[config.mk]
export PLATFORM = sky130hd
export DESIGN_NAME = glbt_ctrl
export DESIGN_NICKNAME = d
export VERILOG_FILES = /design/src/hdl/glbt_pkg.sv /design/src/hdl/glbt_ctrl.sv
export SDC_FILE = /design/constraint.sdc
export NUM_CORES = 1
export LEC_CHECK = 0
export ABC_AREA = 0
export BUFFER_PORTS_ARGS = -buffer_cell sky130_fd_sc_hd__buf_2
export CAP_MARGIN = 20
export CORE_AREA = 2 2 39 41
export DETAILED_ROUTE_END_ITERATION = 8
export DIE_AREA = 0 0 41 43
export PLACE_DENSITY_LB_ADDON = 0.12
export SLEW_MARGIN = 0
export SYNTH_ARGS = -nofsm -noshare
export SYNTH_HDL_FRONTEND = slang
export SYNTH_SLANG_ARGS = --single-unit
[constraint.sdc]
create_clock -name clk_i -period 1.95 [get_ports clk_i]
set_input_delay 0.0975 -clock clk_i [delete_from_list [all_inputs] [get_ports clk_i]]
set_output_delay 0.0975 -clock clk_i [all_outputs]
set_load 0.03 [all_outputs]
[src/hdl/glbt_pkg.sv]
package glbt_pkg;

  // Channel levels as kept in the table and reported on the result.
  typedef enum logic [1:0] {
    LVL_GREEN  = 2'd0,
    LVL_YELLOW = 2'd1,
    LVL_RED    = 2'd2
  } level_e;

  // Item kinds.
  localparam logic KIND_SAMPLE = 1'b0;
  localparam logic KIND_START  = 1'b1;

  // Configuration register indexes.
  localparam logic REG_STABLE_NEEDED = 1'b0;
  localparam logic REG_FALL_PCT      = 1'b1;

  localparam logic [7:0] STABLE_NEEDED_RST = 8'd3;
  localparam logic [6:0] FALL_PCT_RST      = 7'd20;
  localparam logic [7:0] STABLE_MAX        = 8'hFF;

  // Scale of the percentage-drop test.
  localparam logic [6:0] DROP_SCALE = 7'd100;
  localparam int unsigned PROD_W = 39;

  typedef enum logic [2:0] {
    ST_IDLE,
    ST_RD,
    ST_EV,
    ST_MUL,
    ST_WB
  } ctrl_state_e;

  // Commands from the controller to the datapath.
  typedef struct packed {
    logic capture;
    logic rd;
    logic ev;
    logic mul;
    logic wb;
  } cmd_t;

  // Status from the datapath to the controller.
  typedef struct packed {
    logic out_busy;
  } status_t;

  // One table entry.
  typedef struct packed {
    logic [31:0] base;
    logic [31:0] last;
    logic [31:0] peak;
    logic [7:0]  stable;
    level_e      lvl;
  } entry_t;

endpackage

[src/hdl/glbt_ctrl.sv]
module glbt_ctrl (
  input  logic              clk_i,
  input  logic              rst_ni,
  input  logic              in_valid_i,
  output logic              in_stall_o,
  input  glbt_pkg::status_t status_i,
  output glbt_pkg::cmd_t    cmd_o
);
  import glbt_pkg::*;

  ctrl_state_e state_q, state_d;
  logic        accept;
  logic        can_wb;

  assign can_wb = (state_q == ST_WB) && !status_i.out_busy;
  assign accept = in_valid_i && !in_stall_o;

  always_comb begin
    state_d = state_q;
    unique case (state_q)
      ST_IDLE: if (accept) state_d = ST_RD;
      ST_RD:   state_d = ST_EV;
      ST_EV:   state_d = ST_MUL;
      ST_MUL:  state_d = ST_WB;
      ST_WB: begin
        if (can_wb) state_d = accept ? ST_RD : ST_IDLE;
      end
      default: state_d = ST_IDLE;
    endcase
  end

  always_ff @(posedge clk_i or negedge rst_ni) begin
    if (!rst_ni) begin
      state_q <= ST_IDLE;
    end else begin
      state_q <= state_d;
    end
  end

  always_comb begin
    // A new request may enter as the previous one writes back.
    in_stall_o    = !((state_q == ST_IDLE) || can_wb);
    cmd_o.capture = accept;
    cmd_o.rd      = (state_q == ST_RD);
    cmd_o.ev      = (state_q == ST_EV);
    cmd_o.mul     = (state_q == ST_MUL);
    cmd_o.wb      = can_wb;
  end

endmodule

## After elaboration in Yosys (flattened, before gate mapping)

Cells that the tools add are included.

- Eq/ne operators: 6
- Mux-type cells: 4
- Reductions and logical operators: 7

Operators with widths:

| cell | number |
|---|---|
| $pmux 3 s5 | 1 |
| $eq 3x2->1 const B | 2 |
| $mux 3 | 2 |
| $ne 2x2->1 const B | 2 |
| $eq 3x1->1 const B | 1 |
| $eq 3x3->1 const B | 1 |
| $logic_not 3->1 | 1 |
| $logic_and 1x1->1 | 2 |
| $logic_not 1->1 | 2 |
| $reduce_and 2->1 | 1 |
| $logic_or 1x1->1 | 1 |
| $mux 1 | 1 |

- Register bits: 3
- Output and inout port bits: 6
- Logic and storage cells: 18

## Logic depth before layout (Yosys ltp)

- Word-level depth: 7
- Depth in mapped cells: 4

## Worst setup path before layout

Ideal clock, no wire load.

- Kind: register -> output
- Start point: register state_q[1]
- End point: output cmd_o[3] (netlist bit)
- Cell stages (with the launch flop): 3
- Path slack: 0.614 ns
- Buffers on the path: 1
- Arrival: 1.238 ns
- Data required time: 1.852 ns
- Cells stage by stage: dfrtp_1 -> buf_2 -> nor3b_1

RTL lines:

| item | line | text |
|---|---|---|
| from (decl) | glbt_ctrl.sv:11 | `ctrl_state_e state_q, state_d;` |
| from (signal assigned) | glbt_ctrl.sv:36 | `state_q <= state_d;` |
| to (decl) | glbt_ctrl.sv:7 | `output glbt_pkg::cmd_t cmd_o` |

==> flow_metrics.env <==
export IMPL_largest_register_ffs=3
export IMPL_worst_pin_slew_ns=0.234
export IMPL_slowest_delay_ns=0.44
export IMPL_reg_top3="state_q (3)"
export IMPL_setup_viol=0
export IMPL_synth_fp_nets=24
export IMPL_min_to="state_q[0]"
export IMPL_io_buffer_count=9
export IMPL_path_class="reg -> out"
export IMPL_overflow=0
export IMPL_core_area_um2=1380
export IMPL_root_buffer="clkbuf_4"
export IMPL_netlist_top_cells_area="dfrtp_1 41%, buf_4 8.2%, nor3b_1 8.2%"
export IMPL_grt_max_degree=9
export IMPL_cpMaxStageDelayCell="dfrtp_1"
export IMPL_cts_sinks=3
export IMPL_die_y_um=43
export IMPL_leakagePower_uw=0.000131
export IMPL_worstPathArrival_ns=1.23
export IMPL_powerDensity_nw_per_um2=1880
export IMPL_synth_area_um2=183
export IMPL_endpoint_kind="output pin"
export IMPL_r2r_setup_slack_ns=1.00
export IMPL_synth_top_area_frac=0.411
export IMPL_antenna_found_initial=0
export IMPL_first_pass_iters=3
export IMPL_fmax_mhz=756
export IMPL_fp_row_count=14
export IMPL_ioPinCount=10
export IMPL_cts_tree="done"
export IMPL_num_vias=169
export IMPL_cts_made_buffers=3
export IMPL_grt_first_pass_wirelength_um=579
export IMPL_synth_cell_types=13
export IMPL_synth_avg_cell_area_um2=9.13
export IMPL_ant_nets=0
export IMPL_area_delta_synth_final_pct=44.5
export IMPL_synthCells=20
export IMPL_grt_pass1_vias=160
export IMPL_reg2reg_depth=2
export IMPL_whs_path_depth=3
export IMPL_drc=0
export IMPL_path_max_fanout=7
export IMPL_clock_latency_ns=0.23
export IMPL_ir_drop_v=0.000426
export IMPL_setup_tns_ns=0
export IMPL_grt_use_total=0.0534
export IMPL_slew_violations=0
export IMPL_hp_class="in -> reg"
export IMPL_path_cells="nor4b_1 -> buf_2"
export IMPL_synthSimpleGateAreaFrac=0.342
export IMPL_finalPower_uw=498
export IMPL_regMostFlops="state_q"
export IMPL_critPathLaunchType="flip-flop"
export IMPL_yosys_mux_area_fraction=0
export IMPL_finalHoldViolCount=0
export IMPL_cp_top_family="flip-flops"
export IMPL_finalCritPeriodShare=0.679
export IMPL_ys_seq_area_frac=0.411
export IMPL_dieArea_um2=1760
export IMPL_final_min_clock_period_ns=1.32
export IMPL_relSlewSlack=0.842
export IMPL_drt_total_wl_um=384
export IMPL_clockBufferDepth=2
export IMPL_final_layout_size_suffix_gt1_frac=0.387
export IMPL_die_w_um=41
export IMPL_n_antenna_cell=0
export IMPL_synth_compound_area_frac=0.0890
export IMPL_status="complete, no violations"
export IMPL_post_cts_buffers=0
export IMPL_dp_cells=42
export IMPL_crit_buf_inv=1
export IMPL_ys_warn_count=0
export IMPL_gp_congestion=0.544
export IMPL_drtIter0Drc=6
export IMPL_synth_top_family_by_area="simple AND/OR/NAND/NOR gates"
export IMPL_stdcell_count=47
export IMPL_r2r_start="state_q[2]"
export IMPL_start_util=0.132
export IMPL_r2r_end="state_q[2]"
export IMPL_grt_setup_unrepaired="false"
export IMPL_clk_pin_slew_worst_paths_ns=0.04
export IMPL_cp_required_ns=1.85
export IMPL_ys_ff_latch=3
export IMPL_wl_per_cell_um=8.17
export IMPL_holdCritStartpoint="in_valid_i"
export IMPL_synth_area_leader_cell="dfrtp_1"
export IMPL_viasPerCell=3.60
export IMPL_htreeDepth=1
export IMPL_synthXorXnorAreaFrac=0.0479
export IMPL_cap_violations=0
export IMPL_skew_ns=0.000760
export IMPL_nets=36
export IMPL_synthAdderAreaFrac=0
worst min-delay path: cells and delay by family:
kind | cells | cell delay, ns
simple gates | 2 | 0.14
buf+inv | 1 | 0.10
cell usage in the layout (no fill, tap or decap):
master / n
dfrtp_1: 3
a31o_1: 1
buf_2: 9
xnor2_1: 1
nor4b_1: 1
clkbuf_4: 3
and3_1: 1
dlygate4sd3_1: 1
clkbuf_1: 1
nor2_1: 3
and3b_1: 1
nand2_1: 2
o21a_1: 1
nor3_1: 1
nor3b_1: 2
Yosys cell counts, drive strengths merged:
master,number
buf,3
dfrtp,3
nor2,3
nand2,2
nor3b,2
a31o,1
and3,1
and3b,1
nor3,1
nor4b,1
o21a,1
xnor2,1
power breakdown:
part | switching [uW] | total (uW) | internal (uW)
logic | 158 | 251 | 93.0
registers | 48.4 | 139 | 90.1
clock network | 31.5 | 108 | 76.6
total | 238 | 498 | 260
metal layers:
| metal | wire [um] | share of wire | vias up | track usage |
|---|---|---|---|---|
| li1 | - | - | 89 | - |
| met1 | 169 | 0.44 | 75 | 0.0552 |
| met2 | 182 | 0.47 | 5 | 0.0656 |
| met3 | 33 | 0.086 | 0 | 0.0314 |
| met4 | 0 | 0 | 0 | 0.0600 |
| met5 | 0 | 0 | - | 0 |
worst max-delay path by stage:
| stage | startpoint | end | cells after the start |
|---|---|---|---|
| after floorplan | state_q[1] | cmd_o[3] | 2 |
| after global placement | state_q[0] | cmd_o[4] | 3 |
| after detailed placement | state_q[1] | cmd_o[4] | 3 |
| after CTS | state_q[0] | cmd_o[0] | 2 |
| after global routing | state_q[0] | cmd_o[0] | 2 |
| final | state_q[0] | cmd_o[0] | 2 |
layout make-up:
class	instances	area, um^2
clock buffer	4	26.3
fill	168	1120
multi-input combinational	14	87.6
sequential	3	75.1
tap	16	20.0
timing repair buffer	10	55.1
through the flow:
| stage | setup WS [ns] | instance area [um^2] | hold slack, ns | util |
|---|---|---|---|---|
| 2_1_floorplan | 0.614 | 183 | -0.198 | - |
| 3_3_place_gp | 0.871 | 228 | -0.105 | 0.165 |
| 3_5_place_dp | 0.862 | 228 | -0.105 | 0.165 |
| 4_1_cts | 0.601 | 264 | 0.134 | 0.191 |
| 5_1_grt | 0.530 | 264 | 0.157 | 0.191 |
| 6_report | 0.626 | 264 | 0.143 | 0.191 |
cell families (layout without fill, tap and decap cells):
family	count (synthesis)	after routing
compound gates	2	2
xor+xnor	1	1
buf+inv	3	14
flops	3	3
simple gates	11	11
repair_timing:
item / CTS / global route
endpoints found under the hold margin: 3 / 0
hold buffers: 1 / 0
resized for setup: 0 / 0
No activity file was read; power rests on OpenSTA's default activity.
