--- src/hdl/glbt_pkg.sv ---
package glbt_pkg;

  // Channel levels as kept in the table and reported on the result.
  typedef enum logic [1:0] {
    LVL_GREEN  = 2'd0,
    LVL_YELLOW = 2'd1,
    LVL_RED    = 2'd2
  } level_e;

  // Item kinds.
  localparam logic KIND_SAMPLE = 1'b0;
  localparam logic KIND_START  = 1'b1;

  // Configuration register indexes.
  localparam logic REG_STABLE_NEEDED = 1'b0;
  localparam logic REG_FALL_PCT      = 1'b1;

  localparam logic [7:0] STABLE_NEEDED_RST = 8'd3;
  localparam logic [6:0] FALL_PCT_RST      = 7'd20;
  localparam logic [7:0] STABLE_MAX        = 8'hFF;

  // Scale of the percentage-drop test.
  localparam logic [6:0] DROP_SCALE = 7'd100;
  localparam int unsigned PROD_W = 39;

  typedef enum logic [2:0] {
    ST_IDLE,
    ST_RD,
    ST_EV,
    ST_MUL,
    ST_WB
  } ctrl_state_e;

  // Commands from the controller to the datapath.
  typedef struct packed {
    logic capture;
    logic rd;
    logic ev;
    logic mul;
    logic wb;
  } cmd_t;

  // Status from the datapath to the controller.
  typedef struct packed {
    logic out_busy;
  } status_t;

  // One table entry.
  typedef struct packed {
    logic [31:0] base;
    logic [31:0] last;
    logic [31:0] peak;
    logic [7:0]  stable;
    level_e      lvl;
  } entry_t;

endpackage

--- src/hdl/glbt_cfg.sv ---
module glbt_cfg (
  input  logic        clk_i,
  input  logic        rst_ni,
  input  logic        psel,
  input  logic        penable,
  input  logic        pwrite,
  input  logic [2:0]  paddr,
  input  logic [31:0] pwdata,
  output logic [31:0] prdata,
  output logic        pready,
  output logic [7:0]  stable_needed_o,
  output logic [6:0]  fall_pct_o
);
  import glbt_pkg::*;

  logic [7:0] need_q, need_d;
  logic [6:0] pct_q, pct_d;
  logic       wr_en;

  assign pready = 1'b1;
  assign wr_en  = psel && penable && pwrite;

  always_comb begin
    need_d = need_q;
    pct_d  = pct_q;
    if (wr_en) begin
      unique case (paddr[2])
        REG_STABLE_NEEDED: need_d = pwdata[7:0];
        REG_FALL_PCT:      pct_d  = pwdata[6:0];
        default:           need_d = need_q;
      endcase
    end
  end

  always_ff @(posedge clk_i or negedge rst_ni) begin
    if (!rst_ni) begin
      need_q <= STABLE_NEEDED_RST;
      pct_q  <= FALL_PCT_RST;
    end else begin
      need_q <= need_d;
      pct_q  <= pct_d;
    end
  end

  always_comb begin
    unique case (paddr[2])
      REG_STABLE_NEEDED: prdata = {24'd0, need_q};
      REG_FALL_PCT:      prdata = {25'd0, pct_q};
      default:           prdata = 32'd0;
    endcase
  end

  assign stable_needed_o = need_q;
  assign fall_pct_o      = pct_q;

endmodule

--- config.mk ---
export PLATFORM = sky130hd
export DESIGN_NAME = glbt_cfg
export DESIGN_NICKNAME = d
export VERILOG_FILES = /design/src/hdl/glbt_pkg.sv /design/src/hdl/glbt_cfg.sv
export SDC_FILE = /design/constraint.sdc
export NUM_CORES = 1
export LEC_CHECK = 0
export ABC_CLOCK_PERIOD_IN_PS = 1700
export BUFFER_PORTS_ARGS = -buffer_cell sky130_fd_sc_hd__buf_4
export CAP_MARGIN = 15
export CORE_MARGIN = 5
export CORE_UTILIZATION = 38
export CTS_CLUSTER_DIAMETER = 200
export DETAILED_ROUTE_END_ITERATION = 10
export GPL_TIMING_DRIVEN = 0
export PLACE_DENSITY_LB_ADDON = 0.3
export SETUP_SLACK_MARGIN = 0.5
export SLEW_MARGIN = 15
export SYNTH_ARGS = -nofsm -noshare
export SYNTH_HDL_FRONTEND = slang
export SYNTH_SLANG_ARGS = --single-unit
--- constraint.sdc ---
create_clock -name clk_i -period 1.7 [get_ports clk_i]
set_input_delay 0.255 -clock clk_i [delete_from_list [all_inputs] [get_ports clk_i]]
set_output_delay 0.255 -clock clk_i [all_outputs]
set_load 0.005 [all_outputs]
# == Yosys cells after proc, flatten, opt, wreduce, memory -nomap -nowiden ==
# Cells that the tools add are included.
# totals
output_inout_bits,48
inputBits,40
ff_bits,15
word_cells,8
# op_classes
reduce_logical,4
bitwise_logic,1
n_mux,1
# ops
op,count
32-bit one-hot mux with 2 select lines,1
2-bit AND reduction,2
1-bit logical AND,2
1-bit inverter,1

# == Depth between registers and ports, before layout ==
# Gate-level depths: netlist of the first run.
# logic_depth
word_depth,3
depth_mapped,3
mapped_depth_nobuf,2

# == Least setup slack after synthesis of the first run ==
# No wires, ideal clock.
# synth_timing
path_type,input to register
startpoint,input port paddr[2]
endpoint,register need_q[2] (netlist: stable_needed_o[2])
setup_ns,0.125
t_required_ns,1.575
n_path_buf,1
path_stages,3
arrival_time_ns,0.884
setup_slack_ns,0.691
path_cell_list,buf_6 nand4b_4 mux2_2
# synth_via
elab_chain_cells,2
# synth_lines
element,line_no,source
"start, declared",glbt_cfg.sv:7,"input logic [2:0] paddr,"
1-bit inverter (no source line),-,
2-bit AND reduction (no source line),-,
"end signal, assigned",glbt_cfg.sv:40,need_q <= need_d;
"end, declared",glbt_cfg.sv:16,"logic [7:0] need_q, need_d;"
# Every way passes these cells.
# A chain may end at the register's enable or synchronous reset.

# == Final worst setup path of the first run ==
# layout_timing
startpoint,register need_q[3] (netlist: stable_needed_o[3])
endpoint,output port prdata[3]
# layout_via
elab_chain_cells,1
# layout_lines
element,line_no,source
32-bit one-hot mux with 2 select lines,glbt_cfg.sv:46,unique case (paddr[2])
"end, declared",glbt_cfg.sv:9,"output logic [31:0] prdata,"
# Every way passes these cells. The select of a mux whose other input is x is not followed.

==> results.sh, run 1 <==
export IMPL_outcome="finished, final reports clean"
export IMPL_r2r_end="fall_pct_o[2]"
export IMPL_cpPeakStageDelay_ns=0.41
export IMPL_rsz0062_at_grt="yes"
export IMPL_yosysUniqueCellTypes=9
export IMPL_cts_buffers=3
export IMPL_clock_latency_ns=0.28
export IMPL_root_buffer="clkbuf_4"
export IMPL_seq_area_frac_synth_pct=43.24
export IMPL_drcViolationCount=0
export IMPL_drt_iter0_drc=5
export IMPL_postSynthCellCount=68
export IMPL_cts_tree="done"
export IMPL_power_frac_seq_pct=36.4
export IMPL_place_gp_congestion=0.6109
export IMPL_powerDensity_nw_per_um2=911.5
export IMPL_port_buffers=35
export IMPL_irDropWorstVdd_uv=678.2
export IMPL_fillers=166
export IMPL_max_clock_freq_mhz=747.8
export IMPL_holdPathStages=2
export IMPL_worstSetupEndpoint="prdata[3]"
export IMPL_n_antenna_cell=0
export IMPL_grt_usage_pct=12.33
export IMPL_timing_final_crit_period_ns=1.337
export IMPL_synth_area_per_cell_um2=12.94
export IMPL_reg2reg_depth=4
export IMPL_core_area_um2=2212
export IMPL_p_int_w=0.001031
export IMPL_slew_violations=0
export IMPL_hp_class="in2reg"
export IMPL_rows=17
export IMPL_die_y_um=58.11
export IMPL_ys_warn_count=0
export IMPL_routed_via_density=3.920
export IMPL_sw_frac_of_total_pct=26.05
export IMPL_power_share_clock_pct=14.5
export IMPL_fp_dieArea_um2=3377
export IMPL_grt_pass1_wl_um=3187
export IMPL_p_sw_w=0.0003630
export IMPL_setup_viol=0
export IMPL_seqCellArea_um2=380.4
export IMPL_final_cells=174
export IMPL_r2r_start="fall_pct_o[2]"
export IMPL_reg2reg_slack_ns=0.66
export IMPL_cts_sinks=15
export IMPL_fin_crit_sh_pct=78.66
export IMPL_routedWlPerCell_um=12.13
export IMPL_finClkSkew_ns=0
export IMPL_mostFrequentLayoutCell="buf_4"
export IMPL_drt_first_pass_iters=2
export IMPL_critPathLaunchType="flop"
export IMPL_pwr_share_comb_pct=49.1
export IMPL_drt_wl_total_um=2110
export IMPL_cts_path_max_buffers=2
export IMPL_initial_core_util_pct=39.76
export IMPL_ant_nets=0
export IMPL_ys_seq_elements=15
export IMPL_grt_max_degree=16
export IMPL_h_tree_depth=1
export IMPL_antenna_found_initial=0
export IMPL_cp_required_ns=1.44
export IMPL_cts_clk_slew_worst_paths_ns=0.09
export IMPL_leakage_nw=0.8376
export IMPL_layout_common_cells="buf_4 (51), buf_6 (25), conb_1 (25)"
export IMPL_die_w_um=58.11
export IMPL_dr_total_vias=682
export IMPL_hold_violations=0
export IMPL_slowest_stage="dfrtp_1"
export IMPL_synthToLayoutAreaGrowth_pct=73.83
export IMPL_path_cells="mux2_4, buf_6"
export IMPL_drive_gt1_share_pct=73.97
export IMPL_fin_hold_ws_ns=0.2026
export IMPL_grt_pass1_vias=685
export IMPL_startpoint="stable_needed_o[3]"
export IMPL_worstPathArrival_ns=1.08
export IMPL_critical_path_class="reg2out"
export IMPL_worst_path_max_fanout=3
export IMPL_drv_cap=0
export IMPL_overflow=0
export IMPL_dp_cells=154
export IMPL_io_pins=88
export IMPL_finalSetupTns_ns=0
export IMPL_netlist_area_um2=879.6
export IMPL_cp_end_kind="primary output"
export IMPL_nets=187
export IMPL_multi_input_area_um2=412.9
-- synthesized netlist by cell type --
cell | instances | share of area (%)
buf_4 | 25 | 21
mux2_2 | 22 | 28
dfrtp_1 | 11 | 31
dfstp_2 | 4 | 12
conb_1 | 2 | 0.85
and2b_2 | 1 | 1.0
buf_6 | 1 | 1.3
nand4_2 | 1 | 1.4
nand4b_4 | 1 | 2.7
-- metrics by stage --
step | total power (W) | util, % | setup WS (ns) | area (µm²)
after floorplan | 0.0006987 | - | 0.6913 | 965.9
after global routing | 0.001490 | 69.12 | 0.3192 | 1529
final | 0.001394 | 69.12 | 0.3627 | 1529
after global placement | 0.0009341 | 57.13 | 0.5719 | 1264
after detailed placement | 0.0009475 | 57.13 | 0.5664 | 1264
after CTS | 0.001308 | 65.38 | 0.3619 | 1446
-- layer usage --
layer / vias up / track usage (%) / share of wire, %
li1: 335 / - / -
met1: 305 / 15.05 / 37
met2: 40 / 20.97 / 50
met3: 2 / 4.009 / 12
met4: 0 / 2.980 / 0.47
met5: - / 0 / 0
-- cell type report --
type                            count  share of cell area (%)
Timing Repair Buffer               51                   31.10
Multi-Input combinational cell     50                   27.00
Sequential cell                    15                   24.88
Buffer                             26                   13.01
Tap cell                           28                   2.291
Clock buffer                        4                   1.718
-- timing repair --
item	CTS	global route
resized for setup	13	18
setup buffers	13	2
hold buffers	1	0
hold endpoints to repair	11	0
setup endpoints to repair	8	21
-- critical path: cells and delay by family (launching register included) --
kind	cells	cell delay (ns)
flip-flops	1	0.41
multiplexers	1	0.28
buffers and inverters	1	0.12
-- registers in the layout, indices dropped and copies added (netlist names) --
| register | count |
|---|---|
| stable_needed_o | 8 |
| fall_pct_o | 7 |
-- power groups by stage --
stage,combinational [W],sequential [W],clock [W]
after floorplan,0.000186,0.000512,0
after global placement,0.000425,0.000509,0
after detailed placement,0.000433,0.000515,0
after CTS,0.000604,0.000496,0.000208
after global routing,0.000734,0.000522,0.000233
final,0.000684,0.000508,0.000202
-- how the worst min path moves through the flow --
stage	start	endpoint	slack, ns
after global placement	rst_ni	stable_needed_o[4]	0.12
after global routing	pwdata[5]	stable_needed_o[5]	0.20
after floorplan	rst_ni	fall_pct_o[0]	-0.04
final	pwdata[7]	stable_needed_o[7]	0.20
after detailed placement	rst_ni	stable_needed_o[6]	0.12
after CTS	pwdata[7]	stable_needed_o[7]	0.20
-- cell families (layout without fill, tap and decap cells) --
group | count (synthesis) | after routing | share of synthesized area [%]
simple gates | 3 | 3 | 5.121
flops | 15 | 15 | 43.24
other cells | 2 | 25 | 0.8538
mux | 22 | 22 | 28.17
buf+inv | 26 | 81 | 22.62
(Power assumes the default switching activity.)
==> run 2, diff against run 1 <==
--- a/config.mk
+++ b/config.mk
@@ -5,11 +5,12 @@
 export SDC_FILE = /design/constraint.sdc
 export NUM_CORES = 1
 export LEC_CHECK = 0
-export ABC_CLOCK_PERIOD_IN_PS = 1700
+export ABC_CLOCK_PERIOD_IN_PS = 1200
 export BUFFER_PORTS_ARGS = -buffer_cell sky130_fd_sc_hd__buf_4
 export CAP_MARGIN = 15
+export CORE_ASPECT_RATIO = 0.5
 export CORE_MARGIN = 5
-export CORE_UTILIZATION = 38
+export CORE_UTILIZATION = 32
 export CTS_CLUSTER_DIAMETER = 200
 export DETAILED_ROUTE_END_ITERATION = 10
 export GPL_TIMING_DRIVEN = 0
==> constraint.sdc (replaced) <==
create_clock -name clk_i -period 1.2 [get_ports clk_i]
set_input_delay 0.18 -clock clk_i [delete_from_list [all_inputs] [get_ports clk_i]]
set_output_delay 0.18 -clock clk_i [all_outputs]
set_load 0.005 [all_outputs]
==> results.sh, run 2 (synthesized netlist as in run 1, its figures left out) <==
export IMPL_outcome="complete, but fails checks"
export IMPL_failed_checks="negative setup slack"
export IMPL_core_area_um2=2619
export IMPL_dp_hpwl_um=1628
export IMPL_mostFrequentLayoutCell="buf_4"
export IMPL_fp_dieArea_um2=3961
export IMPL_finClkSkew_ns=0
export IMPL_power_share_clock_pct=18.1
export IMPL_r2r_end="stable_needed_o[3]"
export IMPL_fin_crit_sh_pct=104.6
export IMPL_hp_class="in2reg"
export IMPL_grt_pass1_wl_um=3767
export IMPL_drt_first_pass_iters=4
export IMPL_critPathLaunchType="flop"
export IMPL_layout_common_cells="buf_4 (43), buf_6 (36), conb_1 (25)"
export IMPL_largest_reg_flops=8
export IMPL_worst_slack_ns=-0.05461
export IMPL_reg2reg_depth=4
export IMPL_timing_final_crit_period_ns=1.255
export IMPL_nets=191
export IMPL_dpl_cell_area_um2=1319
export IMPL_leakage_nw=0.9403
export IMPL_final_util_pct=64.79
export IMPL_power_frac_seq_pct=31.8
export IMPL_initial_core_util_pct=33.59
export IMPL_slew_violations=0
export IMPL_irDropWorstVdd_uv=701.4
export IMPL_grt_usage_pct=12.19
export IMPL_cts_buffers=3
export IMPL_routed_via_density=3.845
export IMPL_cts_path_max_buffers=2
export IMPL_dr_total_vias=719
export IMPL_overflow=0
export IMPL_place_gp_congestion=0.6459
export IMPL_hp_start="pwdata[7]"
export IMPL_max_clock_freq_mhz=797.1
export IMPL_setup_viol=8
export IMPL_rsz0062_at_grt="yes"
export IMPL_die_w_um=84.15
export IMPL_cp_end_kind="primary output"
export IMPL_drv_cap=0
export IMPL_routedWlPerCell_um=14.32
export IMPL_worst_path_max_fanout=3
export IMPL_min_to="stable_needed_o[7]"
export IMPL_holdPathStages=2
export IMPL_pwr_share_comb_pct=50.1
export IMPL_root_buffer="clkbuf_8"
export IMPL_reg2reg_slack_ns=0.11
export IMPL_r2r_start="stable_needed_o[3]"
export IMPL_n_antenna_cell=0
export IMPL_powerDensity_nw_per_um2=1379
export IMPL_rows=13
export IMPL_die_y_um=47.07
export IMPL_worstPathArrival_ns=1.07
export IMPL_p_int_w=0.001715
export IMPL_ant_nets=0
export IMPL_cts_clk_slew_worst_paths_ns=0.07
export IMPL_drcViolationCount=0
export IMPL_fillers=185
export IMPL_cts_sinks=15
export IMPL_port_buffers=35
export IMPL_drt_iter0_drc=16
export IMPL_clock_latency_ns=0.25
export IMPL_cts_tree="done"
export IMPL_p_sw_w=0.0006253
export IMPL_cp_required_ns=1.02
export IMPL_io_pins=88
export IMPL_synthToLayoutAreaGrowth_pct=92.89
export IMPL_fin_area_um2=1697
export IMPL_drt_wl_total_um=2677
export IMPL_grt_max_degree=16
export IMPL_h_tree_depth=1
export IMPL_drive_gt1_share_pct=74.67
export IMPL_hold_violations=0
export IMPL_antenna_found_initial=0
export IMPL_grt_pass1_vias=758
export IMPL_critical_path_class="reg2out"
export IMPL_sw_frac_of_total_pct=26.72
## run 2: final cells by class
cell class / count / area (µm²) / share of cell area, %
Sequential cell: 15 / 380.4 / 22.42
Timing Repair Buffer: 55 / 550.5 / 32.45
Buffer: 26 / 207.7 / 12.24
Clock buffer: 4 / 45.04 / 2.655
Multi-Input combinational cell: 50 / 466.7 / 27.51
Tap cell: 37 / 46.29 / 2.729
## run 2: worst max path at each step
stage	end	slack [ns]	start	depth (start not counted)
after floorplan	stable_needed_o[2]	0.27	paddr[2]	3
after global placement	stable_needed_o[4]	0.17	paddr[2]	3
after detailed placement	stable_needed_o[5]	0.17	paddr[2]	3
after CTS	prdata[2]	-0.02	fall_pct_o[2]	2
after global routing	prdata[6]	-0.06	fall_pct_o[6]	2
final	prdata[2]	-0.05	fall_pct_o[2]	2
## run 2: worst max-delay path, cell delays in order, from the launching register on
cell and delay (ns):
dfstp_2 0.57, mux2_4 0.16, buf_6 0.09
## run 2: power groups by stage
stage	registers [W]	logic (W)	clock network [W]
after floorplan	0.000728	0.000299	0
after global placement	0.000733	0.000639	0
after detailed placement	0.000739	0.000655	0
after CTS	0.000727	0.00103	0.000407
after global routing	0.000756	0.00124	0.000451
final	0.000743	0.00117	0.000424
## run 2: through the flow
stage / std cells / hold WS [ns] / total power (W) / worst slack [ns] / TNS (ns)
after floorplan: 91 / -0.1156 / 0.001028 / 0.2690 / 0
after global placement: 163 / 0.04253 / 0.001372 / 0.1718 / 0
after detailed placement: 163 / 0.04447 / 0.001393 / 0.1681 / 0
after CTS: 180 / 0.1742 / 0.002167 / -0.01548 / -0.04109
after global routing: 187 / 0.1575 / 0.002447 / -0.06461 / -0.3866
final: 187 / 0.1614 / 0.002340 / -0.05461 / -0.1872
## run 2: per-layer routing
layer | track usage, % | wire [µm]
met5 | 0 | 0
met4 | 4.808 | 21
met3 | 2.977 | 161
met2 | 25.86 | 1444
met1 | 12.09 | 1049
## run 2: timing repair
action / in CTS / in global routing
hold buffers: 1 / 0
gates resized for setup: 41 / 7
setup buffers: 12 / 7
pin swaps: 0 / 0
endpoints found under the hold margin: 11 / 0
setup endpoints to repair: 38 / 38
==> run 3, diff against run 2 <==
--- a/config.mk
+++ b/config.mk
@@ -5,7 +5,7 @@
 export SDC_FILE = /design/constraint.sdc
 export NUM_CORES = 1
 export LEC_CHECK = 0
-export ABC_CLOCK_PERIOD_IN_PS = 1200
+export ABC_CLOCK_PERIOD_IN_PS = 1110
 export BUFFER_PORTS_ARGS = -buffer_cell sky130_fd_sc_hd__buf_4
 export CAP_MARGIN = 15
 export CORE_ASPECT_RATIO = 0.5
@@ -13,6 +13,7 @@
 export CORE_UTILIZATION = 32
 export CTS_CLUSTER_DIAMETER = 200
 export DETAILED_ROUTE_END_ITERATION = 10
+export GPL_ROUTABILITY_DRIVEN = 0
 export GPL_TIMING_DRIVEN = 0
 export PLACE_DENSITY_LB_ADDON = 0.3
 export SETUP_SLACK_MARGIN = 0.5
==> constraint.sdc (replaced) <==
create_clock -name clk_i -period 1.11 [get_ports clk_i]
set_input_delay 0.1665 -clock clk_i [delete_from_list [all_inputs] [get_ports clk_i]]
set_output_delay 0.1665 -clock clk_i [all_outputs]
set_load 0.005 [all_outputs]
==> results.sh, run 3 (synthesized netlist as in run 1, its figures left out) <==
export IMPL_outcome="complete, but fails checks"
export IMPL_failed_checks="negative setup slack"
export IMPL_path_buf_inv=1
export IMPL_grt_usage_pct=12.19
export IMPL_drt_wl_total_um=2569
export IMPL_n_antenna_cell=0
export IMPL_cts_clk_slew_worst_paths_ns=0.06
export IMPL_fp_dieArea_um2=3961
export IMPL_nets=190
export IMPL_cts_path_max_buffers=2
export IMPL_die_w_um=84.15
export IMPL_rows=13
export IMPL_critPathLaunchType="flop"
export IMPL_rsz0062_at_grt="yes"
export IMPL_synthToLayoutAreaGrowth_pct=92.03
export IMPL_crit_family="flip-flops"
export IMPL_slew_violations=0
export IMPL_reg2reg_depth=4
export IMPL_powerDensity_nw_per_um2=1469
export IMPL_fin_area_um2=1689
export IMPL_cp_required_ns=0.94
export IMPL_fin_crit_sh_pct=109.5
export IMPL_hp_class="in2reg"
export IMPL_grt_pass1_wl_um=3767
export IMPL_drive_gt1_share_pct=74.50
export IMPL_drcViolationCount=0
export IMPL_routedWlPerCell_um=13.81
export IMPL_grt_max_degree=16
export IMPL_irDropWorstVdd_uv=799.2
export IMPL_dr_total_vias=717
export IMPL_overflow=0
export IMPL_cts_tree="done"
export IMPL_startpoint="stable_needed_o[5]"
export IMPL_fillers=189
export IMPL_dpl_cell_area_um2=1319
export IMPL_cp_end_kind="primary output"
export IMPL_mostFrequentLayoutCell="buf_4"
export IMPL_initial_core_util_pct=33.59
export IMPL_dp_cells=163
export IMPL_max_clock_freq_mhz=822.5
export IMPL_ant_nets=0
export IMPL_drt_iter0_drc=18
export IMPL_dp_hpwl_um=1628
export IMPL_final_cells=186
export IMPL_fin_hold_ws_ns=0.1575
export IMPL_worst_path_max_fanout=3
export IMPL_r2r_start="stable_needed_o[3]"
export IMPL_clock_latency_ns=0.24
export IMPL_setup_viol=14
export IMPL_slowest_stage="dfrtp_1"
export IMPL_io_pins=88
export IMPL_total_power_w=0.002482
export IMPL_layout_common_cells="buf_4 (42), buf_6 (36), conb_1 (25)"
export IMPL_min_to="stable_needed_o[7]"
export IMPL_grt_pass1_vias=758
export IMPL_root_buffer="clkbuf_8"
export IMPL_timing_final_crit_period_ns=1.216
export IMPL_largest_reg_flops=8
export IMPL_hold_violations=0
export IMPL_holdPathStages=2
export IMPL_r2r_end="stable_needed_o[3]"
export IMPL_drt_first_pass_iters=4
export IMPL_die_y_um=47.07
export IMPL_antenna_found_initial=0
export IMPL_reg2reg_slack_ns=0.02
export IMPL_port_buffers=35
export IMPL_finClkSkew_ns=0
export IMPL_hp_start="pwdata[7]"
export IMPL_worstPathArrival_ns=1.05
export IMPL_leakage_nw=0.9355
export IMPL_core_area_um2=2619
export IMPL_path_cells="mux2_4, buf_6"
export IMPL_cts_sinks=15
export IMPL_cpPeakStageDelay_ns=0.41
export IMPL_drv_cap=0
export IMPL_routed_via_density=3.855
export IMPL_worst_slack_ns=-0.1058
export IMPL_h_tree_depth=1
export IMPL_cts_buffers=3
export IMPL_critical_path_class="reg2out"
[run 3: metrics by stage]
stage / setup TNS (ns) / util, % / setup slack, ns
final: -0.8969 / 64.50 / -0.1058
after global routing: -1.295 / 64.50 / -0.1297
after CTS: -0.6676 / 61.49 / -0.09198
after detailed placement: 0 / 50.36 / 0.09158
after global placement: 0 / 50.36 / 0.09527
after floorplan: 0 / - / 0.1925
[run 3: layer usage]
| layer | wire length (µm) | global-route usage [%] |
|---|---|---|
| met5 | 0 | 0 |
| met4 | 51 | 4.808 |
| met3 | 160 | 2.977 |
| met2 | 1378 | 25.86 |
| met1 | 980 | 12.09 |
[run 3: how the worst max path moves through the flow]
stage                                     to  slack, ns  depth (start not counted)
after floorplan           stable_needed_o[2]       0.19                          3
after global placement    stable_needed_o[4]        0.1                          3
after detailed placement  stable_needed_o[5]       0.09                          3
after CTS                          prdata[2]      -0.09                          2
after global routing               prdata[5]      -0.13                          2
final                              prdata[5]      -0.11                          2
[run 3: repair_timing]
item                                   CTS  global route
hold buffers                             1             0
endpoints found under the hold margin   15             0
resized for setup                       39             9
setup endpoints to repair               38            40
buffers inserted                        12             6
[run 3: power breakdown]
part           internal (W)  switching (W)
clock network      0.000254       0.000182
logic              0.000893       0.000352
registers          0.000694       0.000108
total               0.00184       0.000642
[run 3: worst reg2reg max path: stages, from the launching register on]
cell and delay [ns]:
dfrtp_1 0.39, buf_6 0.13, buf_6 0.11, buf_6 0.10, mux2_4 0.24
[run 3: final cells by class]
class | count | area (µm²) | share of cell area [%]
Multi-Input combinational cell | 50 | 466.7 | 27.63
Buffer | 26 | 207.7 | 12.30
Sequential cell | 15 | 380.4 | 22.52
Clock buffer | 4 | 45.04 | 2.667
Timing Repair Buffer | 54 | 543.0 | 32.15
Tap cell | 37 | 46.29 | 2.741
